File: config.mk
export PLATFORM = sky130hd
export DESIGN_NAME = fader_deadband_pitch_bend
export DESIGN_NICKNAME = d
export VERILOG_FILES = /design/src/hdl/fdpb_pkg.sv /design/src/hdl/fdpb_queue.sv /design/src/hdl/fdpb_front.sv /design/src/hdl/fdpb_back.sv /design/src/hdl/fader_deadband_pitch_bend.sv
export SDC_FILE = /design/constraint.sdc
export NUM_CORES = 1
export LEC_CHECK = 0
export BUFFER_PORTS_ARGS = -buffer_cell sky130_fd_sc_hd__buf_4
export CAP_MARGIN = 20
export CORE_MARGIN = 2
export CORE_UTILIZATION = 45
export CTS_CLUSTER_DIAMETER = 40
export DETAILED_ROUTE_END_ITERATION = 12
export HOLD_SLACK_MARGIN = 0.06
export RECOVER_POWER = 25
export SLEW_MARGIN = 15
export SYNTH_ARGS = -nofsm -noshare
export SYNTH_HDL_FRONTEND = slang
export SYNTH_SLANG_ARGS = --single-unit
File: constraint.sdc
create_clock -name clk -period 14 [get_ports clk]
set_clock_uncertainty 0.2 [all_clocks]
set_input_delay 2.8 -clock clk [delete_from_list [all_inputs] [get_ports clk]]
set_output_delay 2.8 -clock clk [all_outputs]
set_load 0.01 [all_outputs]
File: src/hdl/fdpb_pkg.sv
// Package with the constants, types and helper functions of the fader deadband block.
`timescale 1ns / 1ps

package fdpb_pkg;

	localparam int NUM_FADERS          = 3;
	localparam int SAMPLES_PER_READING = 16;
	localparam int NUM_CHAN_REGS       = 3;
	localparam int QUEUE_DEPTH         = 2;

	localparam int FADER_W   = (NUM_FADERS > 1) ? $clog2(NUM_FADERS) : 1;
	localparam int FIDX_W    = 2;
	localparam int SAMPLE_W  = 10;
	localparam int POS_W     = 14;
	localparam int CNT_W     = $clog2(SAMPLES_PER_READING);
	localparam int THR_W     = 13;
	localparam int PER_W     = 10;
	localparam int CH_W      = 5;
	localparam int CFG_IDX_W = 3;
	localparam int CFG_DAT_W = 13;
	localparam int QPTR_W    = (QUEUE_DEPTH > 1) ? $clog2(QUEUE_DEPTH) : 1;
	localparam int QCNT_W    = $clog2(QUEUE_DEPTH + 1);

	localparam logic [POS_W-1:0] BEND_CENTER   = POS_W'(8192);
	localparam logic [THR_W-1:0] THR_RESET     = THR_W'(32);
	localparam logic [PER_W-1:0] PERIOD_RESET  = PER_W'(100);

	typedef enum logic [CFG_IDX_W-1:0] {
		CFG_THRESHOLD = 3'd0,
		CFG_PERIOD    = 3'd1,
		CFG_CHAN0     = 3'd2,
		CFG_CHAN1     = 3'd3,
		CFG_CHAN2     = 3'd4
	} cfg_reg_t;

	typedef logic [NUM_CHAN_REGS-1:0][CH_W-1:0] chan_regs_t;

	// One pending message from the front end to the output stage.
	typedef struct packed {
		logic [FADER_W-1:0] fader;
		logic [POS_W-1:0]   pos;
		logic               is_refresh;
	} cmd_t;

	// Faders without a channel register use their number plus one.
	function automatic logic [CH_W-1:0] channel_of(input logic [FADER_W-1:0] f,
			input chan_regs_t regs);
		logic [CH_W-1:0] ch;
		ch = CH_W'(32'(f) + 32'd1);
		for (int i = 0; i < NUM_CHAN_REGS; i++) begin
			if (32'(f) == i)
				ch = regs[i];
		end
		return ch;
	endfunction

endpackage

File: src/hdl/fdpb_queue.sv
// Short command queue between the front end and the output stage.
`timescale 1ns / 1ps

module fdpb_queue
	import fdpb_pkg::*;
(
	input  logic clk,
	input  logic arst_n,
	input  logic push,
	input  cmd_t push_cmd,
	output logic space,
	input  logic pop,
	output logic head_valid,
	output cmd_t head
);

	cmd_t              mem_q [QUEUE_DEPTH];
	logic [QPTR_W-1:0] wr_ptr_q;
	logic [QPTR_W-1:0] rd_ptr_q;
	logic [QCNT_W-1:0] count_q;
	logic              do_push;
	logic              do_pop;

	assign space      = (count_q < QCNT_W'(QUEUE_DEPTH));
	assign head_valid = (count_q != '0);
	assign head       = mem_q[rd_ptr_q];
	assign do_push    = push & space;
	assign do_pop     = pop & head_valid;

	always_ff @(posedge clk) begin
		if (do_push)
			mem_q[wr_ptr_q] <= push_cmd;
	end

	always_ff @(posedge clk or negedge arst_n) begin
		if (!arst_n) begin
			wr_ptr_q <= '0;
			rd_ptr_q <= '0;
			count_q  <= '0;
		end else begin
			if (do_push)
				wr_ptr_q <= (32'(wr_ptr_q) == QUEUE_DEPTH - 1) ? '0 : wr_ptr_q + 1'b1;
			if (do_pop)
				rd_ptr_q <= (32'(rd_ptr_q) == QUEUE_DEPTH - 1) ? '0 : rd_ptr_q + 1'b1;
			if (do_push && !do_pop)
				count_q <= count_q + 1'b1;
			else if (do_pop && !do_push)
				count_q <= count_q - 1'b1;
		end
	end

endmodule

File: src/hdl/fdpb_front.sv
// Front end: takes transactions, keeps per-fader state and queues the messages to send.
`timescale 1ns / 1ps

module fdpb_front
	import fdpb_pkg::*;
(
	input  logic                clk,
	input  logic                arst_n,
	input  logic                in_valid,
	output logic                in_stall,
	input  logic                func,
	input  logic [FIDX_W-1:0]   fader_index,
	input  logic [SAMPLE_W-1:0] sample_value,
	input  logic [THR_W-1:0]    threshold,
	input  logic [PER_W-1:0]    period,
	input  logic                q_space,
	output logic                push,
	output cmd_t                push_cmd
);

	logic                valid_s1;
	logic                func_s1;
	logic [FIDX_W-1:0]   fader_s1;
	logic [SAMPLE_W-1:0] sample_s1;

	logic [POS_W-1:0]   sum_q    [NUM_FADERS];
	logic [CNT_W-1:0]   count_q  [NUM_FADERS];
	logic [POS_W-1:0]   held_q   [NUM_FADERS];
	logic [PER_W-1:0]   tick_q;
	logic [FADER_W-1:0] refresh_q;

	logic               go;
	logic               in_range;
	logic [FADER_W-1:0] f;
	logic [FADER_W-1:0] sel;
	logic [POS_W-1:0]   sum_rd;
	logic [CNT_W-1:0]   count_rd;
	logic [POS_W-1:0]   held_rd;
	logic [POS_W-1:0]   sum_new;
	logic               last;
	logic [POS_W-1:0]   diff;
	logic               update;
	logic [POS_W-1:0]   held_new;
	logic               tick_zero;
	logic [PER_W-1:0]   per_eff;
	logic [PER_W:0]     tick_inc;
	logic [PER_W-1:0]   tick_next;
	logic [FADER_W-1:0] refresh_next;

	assign in_stall = valid_s1 & ~q_space;
	assign go       = valid_s1 & q_space;

	always_ff @(posedge clk or negedge arst_n) begin
		if (!arst_n)
			valid_s1 <= 1'b0;
		else if (!in_stall)
			valid_s1 <= in_valid;
	end

	always_ff @(posedge clk) begin
		if (in_valid && !in_stall) begin
			func_s1   <= func;
			fader_s1  <= fader_index;
			sample_s1 <= sample_value;
		end
	end

	always_comb begin
		in_range = (int'(fader_s1) < NUM_FADERS);
		f        = FADER_W'(fader_s1);
		sel      = func_s1 ? refresh_q : f;
		sum_rd   = '0;
		count_rd = '0;
		held_rd  = '0;
		for (int i = 0; i < NUM_FADERS; i++) begin
			if (FADER_W'(i) == f) begin
				sum_rd   = sum_q[i];
				count_rd = count_q[i];
			end
			if (FADER_W'(i) == sel)
				held_rd = held_q[i];
		end

		sum_new = sum_rd + POS_W'(sample_s1);
		last    = (count_rd == CNT_W'(SAMPLES_PER_READING - 1));
		diff    = (sum_new >= held_rd) ? sum_new - held_rd : held_rd - sum_new;
		update  = (diff > POS_W'(threshold));

		// A large jump is taken at once; a small one only nudges the held value.
		if (diff > {threshold, 1'b0})
			held_new = sum_new;
		else if (sum_new > held_rd)
			held_new = held_rd + 1'b1;
		else
			held_new = held_rd - 1'b1;

		tick_zero    = (tick_q == '0);
		per_eff      = (period == '0) ? PER_W'(1) : period;
		tick_inc     = {1'b0, tick_q} + 1'b1;
		tick_next    = (tick_inc >= {1'b0, per_eff}) ? '0 : tick_inc[PER_W-1:0];
		refresh_next = (32'(refresh_q) == NUM_FADERS - 1) ? '0 : refresh_q + 1'b1;

		push                = go & (func_s1 ? tick_zero : (in_range & last & update));
		push_cmd.fader      = sel;
		push_cmd.pos        = func_s1 ? held_rd : sum_new;
		push_cmd.is_refresh = func_s1;
	end

	always_ff @(posedge clk or negedge arst_n) begin
		if (!arst_n) begin
			for (int i = 0; i < NUM_FADERS; i++) begin
				sum_q[i]   <= '0;
				count_q[i] <= '0;
				held_q[i]  <= '0;
			end
			tick_q    <= '0;
			refresh_q <= '0;
		end else if (go) begin
			if (func_s1) begin
				if (tick_zero)
					refresh_q <= refresh_next;
				tick_q <= tick_next;
			end else if (in_range) begin
				for (int i = 0; i < NUM_FADERS; i++) begin
					if (FADER_W'(i) == f) begin
						if (last) begin
							sum_q[i]   <= '0;
							count_q[i] <= '0;
							if (update)
								held_q[i] <= held_new;
						end else begin
							sum_q[i]   <= sum_new;
							count_q[i] <= count_rd + 1'b1;
						end
					end
				end
			end
		end
	end

endmodule

File: src/hdl/fdpb_back.sv
// Output stage: maps a queued message to its channel and bend value and holds it for the sink.
`timescale 1ns / 1ps

module fdpb_back
	import fdpb_pkg::*;
(
	input  logic                    clk,
	input  logic                    arst_n,
	input  logic                    q_valid,
	input  cmd_t                    q_head,
	output logic                    q_pop,
	input  chan_regs_t              chan_regs,
	output logic                    out_valid,
	input  logic                    out_stall,
	output logic [CH_W-1:0]         channel,
	output logic signed [POS_W-1:0] bend_value,
	output logic                    is_refresh
);

	logic                    out_valid_q;
	logic [CH_W-1:0]         channel_q;
	logic signed [POS_W-1:0] bend_q;
	logic                    refresh_q;

	assign q_pop = q_valid & (~out_valid_q | ~out_stall);

	always_ff @(posedge clk or negedge arst_n) begin
		if (!arst_n)
			out_valid_q <= 1'b0;
		else if (!out_valid_q || !out_stall)
			out_valid_q <= q_valid;
	end

	always_ff @(posedge clk) begin
		if (q_pop) begin
			channel_q <= channel_of(q_head.fader, chan_regs);
			bend_q    <= $signed(q_head.pos - BEND_CENTER);
			refresh_q <= q_head.is_refresh;
		end
	end

	assign out_valid  = out_valid_q;
	assign channel    = channel_q;
	assign bend_value = bend_q;
	assign is_refresh = refresh_q;

endmodule

File: src/hdl/fader_deadband_pitch_bend.sv
// A transaction that yields a result passes the input register, the two-entry command queue
// and the output register, and a stall delays it further. The block takes one transaction per
// cycle while in_stall is low; the queue lets the sink stall without stopping the input until it is full.
// Reset clears all fader sums, counts and held positions, the tick counter and the refresh
// pointer, and loads the configuration registers with their defaults. No clearing pass.
`timescale 1ns / 1ps

module fader_deadband_pitch_bend
	import fdpb_pkg::*;
(
	input  logic                    clk,
	input  logic                    arst_n,
	input  logic                    in_valid,
	output logic                    in_stall,
	input  logic                    func,
	input  logic [FIDX_W-1:0]       fader_index,
	input  logic [SAMPLE_W-1:0]     sample_value,
	output logic                    out_valid,
	input  logic                    out_stall,
	output logic [CH_W-1:0]         channel,
	output logic signed [POS_W-1:0] bend_value,
	output logic                    is_refresh,
	input  logic                    cfg_write,
	input  logic [CFG_IDX_W-1:0]    cfg_index,
	input  logic [CFG_DAT_W-1:0]    cfg_data
);

	logic [THR_W-1:0] thr_q;
	logic [PER_W-1:0] period_q;
	chan_regs_t       chan_q;

	logic q_space;
	logic push;
	cmd_t push_cmd;
	logic q_pop;
	logic q_valid;
	cmd_t q_head;

	always_ff @(posedge clk or negedge arst_n) begin
		if (!arst_n) begin
			thr_q    <= THR_RESET;
			period_q <= PERIOD_RESET;
			for (int i = 0; i < NUM_CHAN_REGS; i++)
				chan_q[i] <= CH_W'(i + 1);
		end else if (cfg_write) begin
			unique case (cfg_reg_t'(cfg_index))
				CFG_THRESHOLD: thr_q     <= cfg_data[THR_W-1:0];
				CFG_PERIOD:    period_q  <= cfg_data[PER_W-1:0];
				CFG_CHAN0:     chan_q[0] <= cfg_data[CH_W-1:0];
				CFG_CHAN1:     chan_q[1] <= cfg_data[CH_W-1:0];
				CFG_CHAN2:     chan_q[2] <= cfg_data[CH_W-1:0];
				default: ;
			endcase
		end
	end

	fdpb_front u_front (
		.clk          (clk),
		.arst_n       (arst_n),
		.in_valid     (in_valid),
		.in_stall     (in_stall),
		.func         (func),
		.fader_index  (fader_index),
		.sample_value (sample_value),
		.threshold    (thr_q),
		.period       (period_q),
		.q_space      (q_space),
		.push         (push),
		.push_cmd     (push_cmd)
	);

	fdpb_queue u_queue (
		.clk        (clk),
		.arst_n     (arst_n),
		.push       (push),
		.push_cmd   (push_cmd),
		.space      (q_space),
		.pop        (q_pop),
		.head_valid (q_valid),
		.head       (q_head)
	);

	fdpb_back u_back (
		.clk        (clk),
		.arst_n     (arst_n),
		.q_valid    (q_valid),
		.q_head     (q_head),
		.q_pop      (q_pop),
		.chan_regs  (chan_q),
		.out_valid  (out_valid),
		.out_stall  (out_stall),
		.channel    (channel),
		.bend_value (bend_value),
		.is_refresh (is_refresh)
	);

endmodule

==> impl_metrics.toml <==
[synth]
ys_seq_elements = 219
synth.area.top_cells = "dfrtp_1, edfxtp_1, ha_1, o21ai_0, nand2_1"
synth.top_cell.area_share_pct = 28.3
syn_nets = 1361
synth_ff_type = "dfrtp_1"
yosys.cell_count.top_type = "nand2_1"
synth_cell_types = 74
synth_area_um2 = 12700
avgSynthCellArea_um2 = 10.4
yosysWarnings = 0
netlist_instances = 1228
synth_edf_count = 67
async_flop_share_pct = 69.4
yosysTopAreaCell = "dfrtp_1"
ys_seq_area_share_pct = 45.7
synth_common_cells = "nand2_1, o21ai_0, dfrtp_1"

[sta]
tightest_slew_ps = 5120
post-route-min-period_ps = 9670
rsz0062_at_grt = "no"
max-slew-margin-rel_pct = -241
setup_viol = 0
timing.final.max_slew_violations = 210
hold_violations = 0
setup_ws_ps = 4330
finalCritPeriodShare_pct = 69.0
timing.fmax_mhz = 103
finalSetupTns_ps = 0

[grt]
grt_pass1_wl_um = 47100
grt_pass1_vias = 8966
grt_use_total_pct = 20.3
antenna_found_initial = 0
grt-ovfl-total = 0
grt_max_degree = 96

[clocking]
clk_latency_ps = 510
cts_root_buf = "clkbuf_16"
cts.hold.buffers_added = 0
htreeDepth = 2
cts_resized = 0
post-cts-setup-buffer-count = 0
clkSinkCount = 219
cts_tree = "built"
path_clk_slew_ps = 60
cts.path.max_buffers = 3
cts_buffers = 38

[setup_path]
cpPeakStageDelay_ps = 980
crit_type = "reg -> reg"
crit_top_cell = "ha_1"
crit_path_start_kind = "flop"
critPathArrivalTime_ps = 9900
cp_max_fo = 28
critPathRequiredTime_ps = 14230
cpMaxStageDelayCell = "edfxtp_1"
end_kind = "flop"

[drt]
drc = 0
wl_per_cell_um = 16.8
via_per_inst = 5.27
antenna_left = 0
drtIter0Drc = 543
firstDrtPassIters = 5
vias = 8922
drt-total-wl_um = 28500

[floorplanning]
coreArea_um2 = 27900
design.die.area_um2 = 29700
die_x_um = 172
start_util_pct = 45.7
io_pins = 56
rows = 61
die_y_um = 172

[finish]
drive_gt1_share_pct = 17.0
nNetsFinal = 1419
syn_to_final_growth_pct = 16.2
n_antenna_cell = 0

[run]
drv_cap = 4

[run_status]
failed_checks = "max-capacitance violations, max-slew violations"
outcome = "complete, but fails checks"

[place]
dp_hpwl_um = 20200
port_buffers = 55
place_ws_ps = 4450
gp_congestion = 0.904

[min_path]
hp-class = "reg -> reg"
[per-layer routing]
| metal | up-vias | track usage [%] | routed length, µm |
|---|---|---|---|
| li1 | 4455 | - | - |
| met1 | 4270 | 27.1 | 13200 |
| met2 | 154 | 33.8 | 13500 |
| met3 | 43 | 3.46 | 1160 |
| met4 | 0 | 6.10 | 609 |
| met5 | - | 0 | 0 |
[critical path: cells and delay by family, from the launching register on]
family                     cells  cell delay, ps
AOI/OAI and AO/OA             19            4720
adders and majority gates      4            1210
xor gates and xnor gates       4            1050
DFF                            1             980
and+or+nand+nor                5             720
buffers and inverters          2             360
muxes                          1             350
[state kept, by name, summed over array words and instances, names as in the netlist]
name	count
chan_q	15
period_q	10
thr_q	13
u_back.bend_value	14
u_back.channel	5
u_back.is_refresh	1
u_back.out_valid	1
u_front.count_q	12
u_front.f	2
u_front.func_s1	1
u_front.held_q	42
u_front.refresh_q	2
u_front.sample_s1	10
u_front.sum_q	42
u_front.tick_q	10
u_front.valid_s1	1
u_queue.count_q	2
u_queue.mem_q	34
u_queue.rd_ptr_q	1
u_queue.wr_ptr_q	1
[worst paths after layout]
path | startpoint | endpoint | slack (ps) | depth (start not counted)
setup / recovery | u_front.f[0] | u_queue.count_q[1] | 4330 | 35
hold / removal | u_front.count_q[0] | u_front.count_q[0] | 270 | 2
setup reg to reg | u_front.f[0] | u_queue.count_q[1] | 4330 | 35
hold reg to reg | u_front.count_q[0] | u_front.count_q[0] | 270 | 2
max in group asynchronous | arst_n | chan_q[12] | 6790 | 1
min in group asynchronous | arst_n | u_front.tick_q[7] | 3960 | 1
[logic make-up (layout without fill, tap and decap cells)]
kind of cell               after synthesis  in the layout  share of synthesized area (%)
AOI/OAI and AO/OA                      283            283                           13.2
xor gates and xnor gates                49             49                           3.37
adders and majority gates               99             99                           9.96
DFF                                    219            219                           45.7
buffers and inverters                  137            224                           4.39
muxes                                  125            125                           11.3
and+or+nand+nor                        316            316                           12.0
[through the flow]
stage	instances	hold slack [ps]	instance area (µm²)	utilization [%]
after floorplan	1228	248	12700	-
after global placement	1623	260	13500	48.5
after detailed placement	1623	266	13500	48.5
after CTS	1692	277	14800	53.3
after global routing	1693	301	14800	53.1
final	1693	273	14800	53.1
[layout by cell type (no fill, tap or decap), types with 28 or more instances in the layout]
cell type  Yosys  routed
dfrtp_1      144     144
o21ai_0      151     151
inv_1         84      85
nor2_1        35      35
mux2_2        54      52
clkbuf_16      0      42
buf_4          1      47
a21oi_1       49      49
edfxtp_1      67      67
ha_1          95      95
mux2i_1       42      42
xnor2_1       28      28
nand2_1      174     174
[final cells by class]
cell class	count	area, µm²
Clock inverter	25	273
Fill cell	2515	13100
Tap cell	378	473
Clock buffer	44	1070
Sequential cell	219	5830
Inverter	85	319
Multi-Input combinational cell	872	6350
Timing Repair Buffer	70	492
Power is left out: the tool's default activity adds up to more than one toggle a clock period on the data nets, which glitch-free logic cannot reach.
